===== config.mk =====
export PLATFORM = sky130hd
export DESIGN_NAME = ir_edge_capture_carrier_estimator_top
export DESIGN_NICKNAME = d
export VERILOG_FILES = /design/src/hw/rtl/irc_pkg.sv /design/src/hw/rtl/irc_front.sv /design/src/hw/rtl/irc_fifo.sv /design/src/hw/rtl/irc_back.sv /design/src/hw/rtl/ir_edge_capture_carrier_estimator_top.sv
export SDC_FILE = /design/constraint.sdc
export NUM_CORES = 2
export LEC_CHECK = 0
export ABC_AREA = 1
export BUFFER_PORTS_ARGS = -buffer_cell sky130_fd_sc_hd__clkbuf_2
export CAP_MARGIN = 20
export CORE_MARGIN = 4
export CORE_UTILIZATION = 37
export DETAILED_ROUTE_END_ITERATION = 10
export SYNTH_ARGS = -nofsm -noshare
export SYNTH_HDL_FRONTEND = slang
export SYNTH_HIERARCHICAL = 1
export SYNTH_SLANG_ARGS = --single-unit

===== constraint.sdc =====
create_clock -name i_clk -period 28.7 [get_ports i_clk]
set_input_delay 0 -clock i_clk [delete_from_list [all_inputs] [get_ports i_clk]]
set_output_delay 0 -clock i_clk [all_outputs]
set_load 0.1 [all_outputs]

===== src/hw/rtl/irc_pkg.sv =====
`default_nettype none
// ----------------------------------------------------------------------------
// irc_pkg
// Shared types and constants of the IR edge capture and carrier estimator.
// ----------------------------------------------------------------------------
package irc_pkg;

    localparam int TS_W        = 48;
    localparam int WID_W       = 31;
    localparam int EIDX_W      = 9;
    localparam int CNT_W       = 16;
    localparam int FREQ_W      = 32;
    localparam int DBC_W       = 16;
    localparam int DVD_W       = 36;
    localparam int DIV_STEPS   = DVD_W;
    localparam int DCNT_W      = $clog2(DIV_STEPS);
    localparam int QUEUE_DEPTH = 4;
    localparam int QPTR_W      = $clog2(QUEUE_DEPTH);

    localparam logic [DBC_W-1:0] DBC_RESET    = 16'd100;
    localparam logic [19:0]      USEC_PER_SEC = 20'd1000000;
    localparam logic [WID_W-1:0] WID_MAX      = '1;
    localparam logic [CNT_W-1:0] CNT_MAX      = '1;
    localparam logic [FREQ_W-1:0] FREQ_MAX    = '1;

    typedef enum logic [1:0] {
        PH_RESET = 2'd0,
        PH_IDLE  = 2'd1,
        PH_BURST = 2'd2,
        PH_RAW   = 2'd3
    } t_phase;

    typedef enum logic [1:0] {
        BK_IDLE = 2'd0,
        BK_MUL  = 2'd1,
        BK_DIV  = 2'd2,
        BK_EMIT = 2'd3
    } t_bk_state;

    typedef struct packed {
        logic              mark;
        logic [WID_W-1:0]  width_us;
        logic [EIDX_W-1:0] index;
    } t_entry;

    // one request from the classifier to the back end
    typedef struct packed {
        logic              clear;
        logic [1:0]        n_ent;
        t_entry [1:0]      ent;
        logic              div_req;
        logic [CNT_W-1:0]  pcnt;
        logic [TS_W-1:0]   dur;
    } t_job;

endpackage
`default_nettype wire


===== src/hw/rtl/irc_front.sv =====
`default_nettype none
// ----------------------------------------------------------------------------
// irc_front
// Edge classifier: phase machine, entry numbering and debounce register.
// Emits one request per accepted item that yields entries, ends a raw burst
// or is a clear.
// ----------------------------------------------------------------------------
module irc_front #(
    parameter int BUF_ENTRIES = 512
) (
    input  wire logic                        i_clk,
    input  wire logic                        i_rst_n,
    input  wire logic                        i_accept,
    input  wire logic                        i_mode,
    input  wire logic [irc_pkg::TS_W-1:0]    i_time_us,
    input  wire logic                        i_rising,
    input  wire logic                        i_falling,
    input  wire logic                        i_cfg_we,
    input  wire logic [irc_pkg::DBC_W-1:0]   i_cfg_debounce_us,
    output irc_pkg::t_job                    o_job,
    output logic                             o_job_push
);

    localparam int IDX_W = $clog2(BUF_ENTRIES + 1);
    localparam logic [IDX_W-1:0] BUF_LIMIT = IDX_W'(BUF_ENTRIES);

    irc_pkg::t_phase               r_phase, n_phase;
    logic [irc_pkg::TS_W-1:0]      r_last, n_last;
    logic [irc_pkg::TS_W-1:0]      r_bstart, n_bstart;
    logic [irc_pkg::CNT_W-1:0]     r_pcnt, n_pcnt;
    logic [IDX_W-1:0]              r_idx, n_idx;
    logic [irc_pkg::DBC_W-1:0]     r_debounce;

    function automatic irc_pkg::t_entry mk_entry(input logic mark,
                                                 input logic [irc_pkg::TS_W-1:0] dur,
                                                 input logic [IDX_W-1:0] idx);
        irc_pkg::t_entry e;
        logic [irc_pkg::EIDX_W+IDX_W-1:0] idx_ext;
        idx_ext    = {{irc_pkg::EIDX_W{1'b0}}, idx};
        e.mark     = mark;
        e.width_us = (dur > irc_pkg::TS_W'(irc_pkg::WID_MAX)) ? irc_pkg::WID_MAX
                                                              : dur[irc_pkg::WID_W-1:0];
        e.index    = idx_ext[irc_pkg::EIDX_W-1:0];
        return e;
    endfunction

    always_comb begin
        logic [irc_pkg::TS_W-1:0] gap;
        logic [irc_pkg::TS_W-1:0] raw_dur;
        logic [irc_pkg::TS_W-1:0] deb;
        irc_pkg::t_phase          cur;
        irc_pkg::t_job            job;
        logic                     push;

        n_phase  = r_phase;
        n_last   = r_last;
        n_bstart = r_bstart;
        n_pcnt   = r_pcnt;
        n_idx    = r_idx;
        job      = '0;
        push     = 1'b0;
        gap      = i_time_us - r_last;
        raw_dur  = r_last - r_bstart;
        deb      = {{(irc_pkg::TS_W-irc_pkg::DBC_W){1'b0}}, r_debounce};
        cur      = r_phase;

        if (i_accept) begin
            if (i_mode) begin
                n_phase   = irc_pkg::PH_RESET;
                n_last    = '0;
                n_bstart  = '0;
                n_pcnt    = '0;
                n_idx     = '0;
                job.clear = 1'b1;
                push      = 1'b1;
            end else begin
                if (r_phase == irc_pkg::PH_RAW && gap > deb) begin
                    if (n_idx < BUF_LIMIT) begin
                        job.ent[job.n_ent[0]] = mk_entry(1'b1, raw_dur, n_idx);
                        job.n_ent = job.n_ent + 2'd1;
                        n_idx     = n_idx + 1'b1;
                    end
                    job.div_req = 1'b1;
                    job.pcnt    = r_pcnt;
                    job.dur     = raw_dur;
                    n_pcnt      = '0;
                    n_phase     = irc_pkg::PH_IDLE;
                end
                n_last = i_time_us;
                if (n_phase == irc_pkg::PH_RESET) begin
                    n_phase = irc_pkg::PH_IDLE;
                    gap     = '0;
                end
                cur = n_phase;
                unique case (cur)
                    irc_pkg::PH_IDLE: begin
                        if (i_falling) begin
                            if (gap != '0 && n_idx < BUF_LIMIT) begin
                                job.ent[job.n_ent[0]] = mk_entry(1'b0, gap, n_idx);
                                job.n_ent = job.n_ent + 2'd1;
                                n_idx     = n_idx + 1'b1;
                            end
                            n_phase  = irc_pkg::PH_BURST;
                            n_bstart = i_time_us;
                        end
                    end
                    irc_pkg::PH_BURST: begin
                        if (r_debounce != '0 && gap <= deb) begin
                            n_phase = irc_pkg::PH_RAW;
                            if (i_rising && n_pcnt != irc_pkg::CNT_MAX) begin
                                n_pcnt = n_pcnt + 1'b1;
                            end
                        end else if (i_rising) begin
                            if (n_idx < BUF_LIMIT) begin
                                job.ent[job.n_ent[0]] = mk_entry(1'b1, gap, n_idx);
                                job.n_ent = job.n_ent + 2'd1;
                                n_idx     = n_idx + 1'b1;
                            end
                            n_phase = irc_pkg::PH_IDLE;
                            n_pcnt  = '0;
                        end
                    end
                    irc_pkg::PH_RAW: begin
                        if (i_rising && n_pcnt != irc_pkg::CNT_MAX) begin
                            n_pcnt = n_pcnt + 1'b1;
                        end
                    end
                    default: begin
                        n_phase = irc_pkg::PH_IDLE;
                    end
                endcase
                push = job.div_req || (job.n_ent != 2'd0);
            end
        end
        o_job      = job;
        o_job_push = push;
    end

    always_ff @(posedge i_clk) begin
        if (!i_rst_n) begin
            r_phase    <= irc_pkg::PH_RESET;
            r_last     <= '0;
            r_bstart   <= '0;
            r_pcnt     <= '0;
            r_idx      <= '0;
            r_debounce <= irc_pkg::DBC_RESET;
        end else begin
            r_phase  <= n_phase;
            r_last   <= n_last;
            r_bstart <= n_bstart;
            r_pcnt   <= n_pcnt;
            r_idx    <= n_idx;
            if (i_cfg_we) begin
                r_debounce <= i_cfg_debounce_us;
            end
        end
    end

endmodule
`default_nettype wire


===== src/hw/rtl/irc_fifo.sv =====
`default_nettype none
// ----------------------------------------------------------------------------
// irc_fifo
// Short request queue between classifier and back end.
// ----------------------------------------------------------------------------
module irc_fifo (
    input  wire logic           i_clk,
    input  wire logic           i_rst_n,
    input  wire logic           i_push,
    input  wire irc_pkg::t_job  i_data,
    input  wire logic           i_pop,
    output irc_pkg::t_job       o_data,
    output logic                o_full,
    output logic                o_empty
);

    irc_pkg::t_job                r_mem [irc_pkg::QUEUE_DEPTH];
    logic [irc_pkg::QPTR_W-1:0]   r_wptr;
    logic [irc_pkg::QPTR_W-1:0]   r_rptr;
    logic [irc_pkg::QPTR_W:0]     r_count;

    assign o_full  = (r_count == (irc_pkg::QPTR_W+1)'(irc_pkg::QUEUE_DEPTH));
    assign o_empty = (r_count == '0);
    assign o_data  = r_mem[r_rptr];

    always_ff @(posedge i_clk) begin
        if (i_push && !o_full) begin
            r_mem[r_wptr] <= i_data;
        end
    end

    always_ff @(posedge i_clk) begin
        if (!i_rst_n) begin
            r_wptr  <= '0;
            r_rptr  <= '0;
            r_count <= '0;
        end else begin
            if (i_push && !o_full) begin
                r_wptr <= r_wptr + 1'b1;
            end
            if (i_pop && !o_empty) begin
                r_rptr <= r_rptr + 1'b1;
            end
            if ((i_push && !o_full) && !(i_pop && !o_empty)) begin
                r_count <= r_count + 1'b1;
            end else if (!(i_push && !o_full) && (i_pop && !o_empty)) begin
                r_count <= r_count - 1'b1;
            end
        end
    end

endmodule
`default_nettype wire


===== src/hw/rtl/irc_back.sv =====
`default_nettype none
// ----------------------------------------------------------------------------
// irc_back
// Back end: carrier estimate (multiply then restoring divide, one quotient
// bit per cycle) and delivery of the entries of each request.
// ----------------------------------------------------------------------------
module irc_back (
    input  wire logic                          i_clk,
    input  wire logic                          i_rst_n,
    input  wire irc_pkg::t_job                 i_job,
    input  wire logic                          i_job_empty,
    output logic                               o_job_pop,
    output logic                               o_empty,
    input  wire logic                          i_pop,
    output logic                               o_entry_is_burst,
    output logic [irc_pkg::WID_W-1:0]          o_entry_width_us,
    output logic [irc_pkg::EIDX_W-1:0]         o_entry_index,
    output logic [irc_pkg::FREQ_W-1:0]         o_carrier_freq_hz,
    output logic                               o_carrier_valid,
    output logic                               o_last_entry
);

    localparam logic [irc_pkg::DCNT_W-1:0] DIV_LAST = irc_pkg::DCNT_W'(irc_pkg::DIV_STEPS - 1);

    irc_pkg::t_bk_state              r_state, n_state;
    irc_pkg::t_job                   r_job;
    logic [irc_pkg::CNT_W-1:0]       r_best;
    logic [irc_pkg::FREQ_W-1:0]      r_freq;
    logic                            r_known;
    logic [irc_pkg::DVD_W-1:0]       r_dvd;
    logic [irc_pkg::TS_W-1:0]        r_rem;
    logic [irc_pkg::DCNT_W-1:0]      r_cnt;
    logic                            r_k;

    logic [irc_pkg::DVD_W-1:0]       mul_full;
    logic [irc_pkg::TS_W:0]          rem_sh;
    logic [irc_pkg::TS_W:0]          rem_sub;
    logic                            q_bit;
    logic [irc_pkg::DVD_W-1:0]       quo_nx;
    logic [irc_pkg::FREQ_W-1:0]      freq_sat;
    logic                            do_div;
    logic                            last_k;
    irc_pkg::t_entry                 cur_ent;

    assign mul_full = irc_pkg::DVD_W'(r_job.pcnt) * irc_pkg::DVD_W'(irc_pkg::USEC_PER_SEC);
    assign rem_sh   = {r_rem, r_dvd[irc_pkg::DVD_W-1]};
    assign rem_sub  = rem_sh - {1'b0, r_job.dur};
    assign q_bit    = (rem_sh >= {1'b0, r_job.dur});
    assign quo_nx   = {r_dvd[irc_pkg::DVD_W-2:0], q_bit};
    assign freq_sat = (quo_nx[irc_pkg::DVD_W-1:irc_pkg::FREQ_W] != '0) ? irc_pkg::FREQ_MAX
                                                                        : quo_nx[irc_pkg::FREQ_W-1:0];
    assign do_div   = i_job.div_req && (i_job.pcnt > r_best) && (i_job.dur != '0);
    assign last_k   = ({1'b0, r_k} == (r_job.n_ent - 2'd1));
    assign cur_ent  = r_job.ent[r_k];

    assign o_empty           = (r_state != irc_pkg::BK_EMIT);
    assign o_entry_is_burst  = cur_ent.mark;
    assign o_entry_width_us  = cur_ent.width_us;
    assign o_entry_index     = cur_ent.index;
    assign o_carrier_freq_hz = r_freq;
    assign o_carrier_valid   = r_known;
    assign o_last_entry      = last_k;

    always_comb begin
        n_state   = r_state;
        o_job_pop = 1'b0;
        unique case (r_state)
            irc_pkg::BK_IDLE: begin
                if (!i_job_empty) begin
                    o_job_pop = 1'b1;
                    if (i_job.clear) begin
                        n_state = irc_pkg::BK_IDLE;
                    end else if (do_div) begin
                        n_state = irc_pkg::BK_MUL;
                    end else if (i_job.n_ent != 2'd0) begin
                        n_state = irc_pkg::BK_EMIT;
                    end
                end
            end
            irc_pkg::BK_MUL: begin
                n_state = irc_pkg::BK_DIV;
            end
            irc_pkg::BK_DIV: begin
                if (r_cnt == DIV_LAST) begin
                    n_state = (r_job.n_ent != 2'd0) ? irc_pkg::BK_EMIT : irc_pkg::BK_IDLE;
                end
            end
            irc_pkg::BK_EMIT: begin
                if (i_pop && last_k) begin
                    n_state = irc_pkg::BK_IDLE;
                end
            end
            default: begin
                n_state = irc_pkg::BK_IDLE;
            end
        endcase
    end

    always_ff @(posedge i_clk) begin
        if (!i_rst_n) begin
            r_state <= irc_pkg::BK_IDLE;
        end else begin
            r_state <= n_state;
        end
    end

    always_ff @(posedge i_clk) begin
        if (!i_rst_n) begin
            r_best  <= '0;
            r_freq  <= '0;
            r_known <= 1'b0;
            r_cnt   <= '0;
            r_k     <= 1'b0;
        end else begin
            if (o_job_pop) begin
                r_k <= 1'b0;
                if (i_job.clear) begin
                    r_best  <= '0;
                    r_freq  <= '0;
                    r_known <= 1'b0;
                end
            end
            if (r_state == irc_pkg::BK_MUL) begin
                r_cnt <= '0;
            end
            if (r_state == irc_pkg::BK_DIV) begin
                r_cnt <= r_cnt + 1'b1;
                if (r_cnt == DIV_LAST) begin
                    r_freq  <= freq_sat;
                    r_known <= 1'b1;
                    r_best  <= r_job.pcnt;
                end
            end
            if (r_state == irc_pkg::BK_EMIT && i_pop && !last_k) begin
                r_k <= 1'b1;
            end
        end
    end

    always_ff @(posedge i_clk) begin
        if (o_job_pop) begin
            r_job <= i_job;
        end
        if (r_state == irc_pkg::BK_MUL) begin
            r_dvd <= mul_full;
            r_rem <= '0;
        end else if (r_state == irc_pkg::BK_DIV) begin
            r_dvd <= quo_nx;
            r_rem <= q_bit ? rem_sub[irc_pkg::TS_W-1:0] : rem_sh[irc_pkg::TS_W-1:0];
        end
    end

    a_emit_slot: assert property (@(posedge i_clk) disable iff (!i_rst_n)
        (r_state == irc_pkg::BK_EMIT) |-> ({1'b0, r_k} < r_job.n_ent))
        else $error("entry slot beyond request entry count");

    a_div_bound: assert property (@(posedge i_clk) disable iff (!i_rst_n)
        (r_state == irc_pkg::BK_DIV) |-> (r_cnt <= DIV_LAST))
        else $error("divider step count out of range");

    a_known_hold: assert property (@(posedge i_clk) disable iff (!i_rst_n)
        (r_known && !(o_job_pop && i_job.clear)) |=> r_known)
        else $error("carrier estimate lost without clear");

    a_div_skip: assert property (@(posedge i_clk) disable iff (!i_rst_n)
        (r_state == irc_pkg::BK_MUL) |-> (r_job.dur != '0 && r_job.pcnt > r_best))
        else $error("divide started for a non-improving burst");

endmodule
`default_nettype wire


===== src/hw/rtl/ir_edge_capture_carrier_estimator_top.sv =====
`default_nettype none
// ----------------------------------------------------------------------------
// ir_edge_capture_carrier_estimator_top
// IR mark/space capture with carrier frequency estimation.
// ----------------------------------------------------------------------------
// The classifier takes one edge or clear request per cycle while the 4-deep
// request queue has room, and logs up to BUF_ENTRIES entries. In the back end
// a request leaves the queue and its entries then go out one per cycle while
// pop is held. A request that ends a raw carrier burst of nonzero length with
// more pulses than any earlier one since the last clear runs a multiply step
// and 36 restoring divider steps, one quotient bit each, before its entries.
// The debounce register accepts a write every cycle.
module ir_edge_capture_carrier_estimator_top #(
    parameter int BUF_ENTRIES = 512
) (
    input  wire logic                          i_clk,
    input  wire logic                          i_rst_n,
    input  wire logic                          push,
    output logic                               full,
    input  wire logic                          i_mode,
    input  wire logic [irc_pkg::TS_W-1:0]      i_time_us,
    input  wire logic                          i_rising,
    input  wire logic                          i_falling,
    output logic                               empty,
    input  wire logic                          pop,
    output logic                               o_entry_is_burst,
    output logic [irc_pkg::WID_W-1:0]          o_entry_width_us,
    output logic [irc_pkg::EIDX_W-1:0]         o_entry_index,
    output logic [irc_pkg::FREQ_W-1:0]         o_carrier_freq_hz,
    output logic                               o_carrier_valid,
    output logic                               o_last_entry,
    input  wire logic                          i_cfg_valid,
    output logic                               o_cfg_ready,
    input  wire logic [irc_pkg::DBC_W-1:0]     i_cfg_debounce_us
);

    irc_pkg::t_job  fe_job;
    logic           fe_push;
    irc_pkg::t_job  q_job;
    logic           q_empty;
    logic           bk_pop;
    logic           accept;

    assign o_cfg_ready = 1'b1;
    assign accept      = push && !full;

    irc_front #(
        .BUF_ENTRIES (BUF_ENTRIES)
    ) u_front (
        .i_clk             (i_clk),
        .i_rst_n           (i_rst_n),
        .i_accept          (accept),
        .i_mode            (i_mode),
        .i_time_us         (i_time_us),
        .i_rising          (i_rising),
        .i_falling         (i_falling),
        .i_cfg_we          (i_cfg_valid && o_cfg_ready),
        .i_cfg_debounce_us (i_cfg_debounce_us),
        .o_job             (fe_job),
        .o_job_push        (fe_push)
    );

    irc_fifo u_fifo (
        .i_clk   (i_clk),
        .i_rst_n (i_rst_n),
        .i_push  (fe_push),
        .i_data  (fe_job),
        .i_pop   (bk_pop),
        .o_data  (q_job),
        .o_full  (full),
        .o_empty (q_empty)
    );

    irc_back u_back (
        .i_clk             (i_clk),
        .i_rst_n           (i_rst_n),
        .i_job             (q_job),
        .i_job_empty       (q_empty),
        .o_job_pop         (bk_pop),
        .o_empty           (empty),
        .i_pop             (pop),
        .o_entry_is_burst  (o_entry_is_burst),
        .o_entry_width_us  (o_entry_width_us),
        .o_entry_index     (o_entry_index),
        .o_carrier_freq_hz (o_carrier_freq_hz),
        .o_carrier_valid   (o_carrier_valid),
        .o_last_entry      (o_last_entry)
    );

endmodule
`default_nettype wire


Word-level counts from Yosys, hierarchy flattened
Memories as Yosys holds them, arrays and structs flattened. A register that Yosys moved wholly into a read port is not among the register bits.
Index checks and enable logic that the tools add are counted.
Widths: inputs -> output; s select.
- output and inout bits: 78
- word-level logic and storage cells: 209
- memories: 1
- bits in registers: 437
- bits of input ports: 72
- RAM bits: 600
- memory list (name ; depth ; bits a word ; read ports ; clocked after memory_dff ; write ports ; RTL line ; source):
    u_fifo.r_mem ; 4 ; 150 ; 1 ; 1 ; 1 ; irc_fifo.sv:17 ; irc_pkg::t_job r_mem [irc_pkg::QUEUE_DEPTH];
- muxes and demuxes: 102
- add/sub/neg operators: 13
- magnitude comparators: 11
- $mul: 1
- reductions and logical operators: 38
- equal/unequal tests: 16
- operators with widths (kind ; count):
    $mux 84 ; 7
    $mux 48 ; 8
    $mux 106 ; 3
    $mux 16 ; 11
    $pmux 84 s2 ; 1
    $bwmux 82 ; 2
    $mux 41 ; 4
    $mux 32 ; 5
    $mux 150 ; 1
    $mux 149 ; 1
    $sub 48x48->48 ; 3
    $mux 10 ; 10
    $gt 48x31->1 const B ; 2
    $reduce_bool 48->1 ; 2
    $mux 36 ; 2
    $mux 31 ; 2
    $ge 49x48->1 ; 1
    $gt 48x16->1 ; 1
    $le 48x16->1 ; 1
    $mux 2 ; 22
    $demux 41 s1 ; 1
    $pmux 16 s2 ; 1
    $mul 16x14->30 const B ; 1
    $add 10x1->10 const B ; 2
    other kinds (35) ; 87

Longest topological paths before layout
- depth after elaboration: 28
- mapped depth: 45
- depth with buffers taken out: 45

Cells and area by module
The synthesis kept the hierarchy.
- by module, submodules not included (module ; sequential area each (sq um) ; area each (sq um) ; cells an instance ; times used):
    irc_fifo ; 18197.5 ; 22773.1 ; 1520 ; 1
    irc_back ; 7587.3 ; 19926.6 ; 2487 ; 1
    irc_front ; 2802.7 ; 16600.9 ; 2962 ; 1
    ir_edge_capture_carrier_estimator_top ; 0.0 ; 21.3 ; 4 ; 1

Worst setup path after synthesis
Ideal clock, no wire load.
- path type: register -> register
- from: register u_front/r_last[0] (netlist name)
- to: memory u_fifo/r_mem[0][0] (netlist name) (enable)
- stages on the path, launching flop included: 31
- library setup time: 662 ps
- arrival: 10479 ps
- data required time: 28038 ps
- slack: 17559 ps
- path through: dfxtp_1 ha_1 inv_1 fa_1 nand3_1 nand3_1 nand3_1 nand3_1 xnor2_1 inv_1 ha_1 nand2_1 nor4_1 nand3_1 nand2_1 nand2_1 nor2_1 nand4_1 nor2_2 nand3_4 nand2_8 buf_8 nor2_8 clkbuf_1 ha_1 nor2_1 nor2_1 a22oi_1 a41oi_1 nand2_1 nor2_1
- word-level cells in the longest chain between the ends: 24
- elaborated cells between the ends (all ways): 45
- classes of those cells: add/sub: 2; order compare: 3; eq/ne: 2; mux: 30; reduce/logical: 8
- RTL lines (item ; RTL line ; source):
    start: declaration ; irc_front.sv:28 ; logic [irc_pkg::TS_W-1:0] r_last, n_last;
    start signal: assignment ; irc_front.sv:149 ; r_last <= n_last;
    $sub 48x48->48 * ; irc_front.sv:62 ; gap = i_time_us - r_last;
    parallel branches: the longest is 17 deep, another holds $gt 48x16->1 ; -- ;
    $logic_or 1x1->1 * ; irc_front.sv:132 ; push = job.div_req || (job.n_ent != 2'd0);
    $mux 1 * ; irc_front.sv:68 ; if (i_mode) begin
    $mux 1 * ; irc_front.sv:67 ; if (i_accept) begin
    named net fe_push ; ir_edge_capture_carrier_estimator_top.sv:38 ; logic fe_push;
    $logic_and 1x1->1 * ; irc_fifo.sv:27 ; if (i_push && !o_full) begin
    $mux 1 * ; irc_fifo.sv:27 ;
    $mux 1 (not written as such) * ; irc_fifo.sv:28 ; r_mem[r_wptr] <= i_data;
    end: declaration ; irc_fifo.sv:17 ;
Mark *: on every way through the listed nets, which the timed path passes. The select of a mux whose other input is x is not followed.

Worst setup path in the final report
- from: register u_front/r_last[0] (netlist name)
- to: memory u_fifo/r_mem[2][0] (netlist name) (enable)
The elaborated chain is that of the path after synthesis.

==> impl_metrics.tcl <==
set metrics [dict create \
    timing.max_cap.violations 0 \
    path_common_cell "nand2_1" \
    grt_first_pass_wirelength_um 270600 \
    cts_repair_resize_count 0 \
    layout.filler_cells 15752 \
    setup-violations-final 0 \
    cts_tree "done" \
    max_freq_mhz 129.6 \
    ys_seq_area_frac 0.4819 \
    nets 7569 \
    route.vias.total 47992 \
    postSynthAreaPerCell_um2 8.507 \
    drc 0 \
    clock_latency_ps 750 \
    place.port_buffers 148 \
    timing.max_slew.rel_slack 0.2596 \
    pin_count 150 \
    syn_area_mm2 0.05932 \
    layout_commonest_cell "nand2_1" \
    areaGrowthSynthToFinish_pct 11.67 \
    final_cell_mix "1550 x nand2_1, 993 x inv_1, 812 x nor2_1, 778 x edfxtp_1, 416 x a21oi_1" \
    critical_path.slowest_cell "nor2_4" \
    largest_family_of_logic_cells_by_synthesized_area "simple AND/OR/NAND/NOR gates" \
    finClkSkew_ps 59.96 \
    number_of_distinct_standard_cells_referenced_by_the_synthesized_netlist 70 \
    timing_max_transition_violations_final 0 \
    place.gp.congestion 0.9636 \
    synth_xor_area_frac 0.01639 \
    wl_per_cell_um 19.03 \
    post-dp-hpwl_um 126000 \
    timing.critical_path.fanout_max 63 \
    cts.reportedPaths.clkPinSlew_ps 70 \
    synth_compound_area_frac 0.1186 \
    initial_core_utilization 0.3733 \
    yosys-mux-area-fraction 0.007783 \
    start_kind "flip-flop" \
    global_route.usage.total 0.2062 \
    cts-root-buf "clkbuf_16" \
    arrival_ps 8040 \
    critical_setup_path_kind "reg2reg" \
    core_area_mm2 0.1589 \
    multi_input_gate_area_in_the_final_layout_mm2 0.02553 \
    number_of_antenna_violations_at_the_first_check_in_global_routing 3 \
    cts_sinks 1039 \
    critical_path.endpoint_type "flip-flop" \
    syn-num-nets 7419 \
    timing.final.crit_share 0.2688 \
    critical_path_required_ps 29030 \
    finalWorstPathRequiredPeriod_ps 7714 \
    hold_class "in2reg" \
    syn-instance-count 6973 \
    final_antenna_net_count 0 \
    maximum_number_of_pins_on_one_net_before_global_route_repair 154 \
    unrepaired_setup_endpoints_after_global_routing "no" \
    synth_async_sr_flop_share 0 \
    cts_made_buffers 112 \
    dr.pass1.iters 6 \
    width_of_the_die_um 408.4 \
    dieArea_mm2 0.1668 \
    drive_gt1_frac 0.07758 \
    htree_levels 3 \
    globalRoute.totalOverflow 0 \
    route.detailed.vias_per_inst 5.165 \
    fin_setup_tns_ps 0 \
    tightestPinTransition_ps 1107 \
    post_synth_fa_ha_maj_area_fraction 0.08635 \
    synth_simple_gate_area_share 0.2001 \
    clock_tree.buffer_depth 3 \
    grt_pass1_vias 45782 \
    yosysWarningCount 6 \
    ff_latch_count_synth 1039 \
    regArea_mm2 0.02860 \
    worst_path_largest_cell_delay_ps 890 \
    final-hold-violation-count 0 \
    status "complete, no violations" \
    rrSetupSlack_ps 20990 \
    postSynth.topFlopCell "edfxtp_1" \
    die_y_um 408.4 \
    wirelength_um 176900 \
    synth-edff-count 778 \
    detail_route.iter0.violations 4162 \
    core.rowCount 146 \
]
[worst paths after layout]
path,from,to,depth (start not counted)
setup / recovery,u_front/r_last[0],u_fifo/r_mem[2][0],31
hold / removal,i_time_us[0],u_front/r_last[0],4
setup reg to reg,u_front/r_last[0],u_fifo/r_mem[2][0],31
hold reg to reg,u_front/r_bstart[6],u_front/r_bstart[6],2
[metrics by stage]
step                utilization  hold WS [ps]  cell area [um^2]  setup WS [ps]  cells
CTS                      0.4168         2.045             66240          20970   9290
global placement         0.3879         228.0             61650          21140   8986
global route             0.4168         97.41             66240          20520   9291
floorplan                     -         112.0             59320          17560   6973
detailed placement       0.3879         221.9             61650          21060   8986
finish                   0.4168         89.37             66250          20990   9292
[cell type report]
| type | instances | area share |
|---|---|---|
| Sequential cell | 1039 | 0.4317 |
| Multi-Input combinational cell | 4661 | 0.3853 |
| Inverter | 1026 | 0.05832 |
| Clock buffer | 138 | 0.04423 |
| Tap cell | 2072 | 0.03913 |
| Timing Repair Buffer | 283 | 0.03048 |
| Clock inverter | 71 | 0.01075 |
| Antenna cell | 2 | 0.00007555 |
[routing by layer]
| metal | wire length [um] | up-vias | track usage | share of wire |
|---|---|---|---|---|
| li1 | - | 23432 | - | - |
| met1 | 79680 | 22772 | 0.2853 | 0.45 |
| met2 | 80160 | 1465 | 0.3323 | 0.45 |
| met3 | 10170 | 321 | 0.02376 | 0.058 |
| met4 | 6828 | 2 | 0.07813 | 0.039 |
| met5 | 13 | - | 0 | 0.000074 |
[registers in the layout (all words and copies together), names as in the netlist, named ones only]
signal / flops
u_fifo/r_count: 3
u_back/r_job: 148
u_front/r_last: 48
u_front/r_phase: 2
u_fifo/r_wptr: 2
u_back/o_carrier_valid: 1
u_back/r_best: 16
u_back/r_rem: 48
u_back/r_state: 2
u_back/r_dvd: 36
u_front/r_pcnt: 16
u_front/r_bstart: 48
u_back/o_carrier_freq_hz: 32
u_fifo/r_mem: 600
u_fifo/r_rptr: 2
u_back/r_k: 1
u_front/r_idx: 10
u_back/r_cnt: 6
u_front/r_debounce: 16
[cells in the mapped netlist (5+ instances only)]
| master | number | share of area |
|---|---|---|
| inv_1 | 996 | 0.063 |
| mux2_2 | 41 | 0.0078 |
| nor3_1 | 32 | 0.0027 |
| nor2_1 | 818 | 0.052 |
| nor2_2 | 29 | 0.0031 |
| or2_2 | 8 | 0.00084 |
| nand3_1 | 204 | 0.017 |
| a211oi_1 | 7 | 0.00089 |
| ha_1 | 315 | 0.066 |
| buf_4 | 17 | 0.0022 |
| nand3_2 | 8 | 0.0013 |
| nand3b_1 | 13 | 0.0016 |
| buf_6 | 39 | 0.0074 |
| o21bai_1 | 18 | 0.0023 |
| buf_2 | 56 | 0.0047 |
| nor2_4 | 7 | 0.0013 |
| dfxtp_1 | 261 | 0.088 |
| clkbuf_1 | 121 | 0.0077 |
| xor2_1 | 71 | 0.010 |
| nor4_1 | 24 | 0.0025 |
| o21ai_0 | 386 | 0.033 |
| buf_1 | 8 | 0.00051 |
| nand2_2 | 45 | 0.0047 |
| o21a_1 | 14 | 0.0018 |
| nand2_1 | 1552 | 0.098 |
| o31ai_1 | 11 | 0.0014 |
| a31oi_1 | 40 | 0.0042 |
| edfxtp_1 | 778 | 0.39 |
| or2_0 | 7 | 0.00074 |
| a221oi_1 | 31 | 0.0046 |
| o21ai_1 | 167 | 0.014 |
| inv_2 | 24 | 0.0015 |
| fa_1 | 59 | 0.020 |
| o211ai_1 | 8 | 0.0010 |
| xnor2_1 | 40 | 0.0059 |
| a21oi_1 | 416 | 0.035 |
| o22ai_1 | 160 | 0.017 |
| nand4_1 | 79 | 0.0083 |
| and3_1 | 5 | 0.00053 |
[cell families after synthesis]
group,count (synthesis)
other,1
flip-flops,1039
AND/OR/NAND/NOR,2854
adder cells (fa/ha/maj),374
AO/OA/AOI/OAI,1280
multiplexers,41
XOR/XNOR,111
buffers and inverters,1273
[repair_timing]
action                     4_1_cts  5_1_grt
hold buffers                    95        0
setup buffers                    0        0
hold endpoints to repair       157        0
setup endpoints to repair        0        0
[worst max-delay path: cells and delay by family (launching register included)]
kind	cells	cell delay, ps
AOI/OAI and AO/OA	1	270
buffers and inverters	5	1370
DFF	1	360
and+or+nand+nor	21	4040
adders and majority gates	3	920
xor gates and xnor gates	1	270
Power is not shown: default switching activity piles up to over one toggle a cycle in this logic, so the estimate is an artifact.
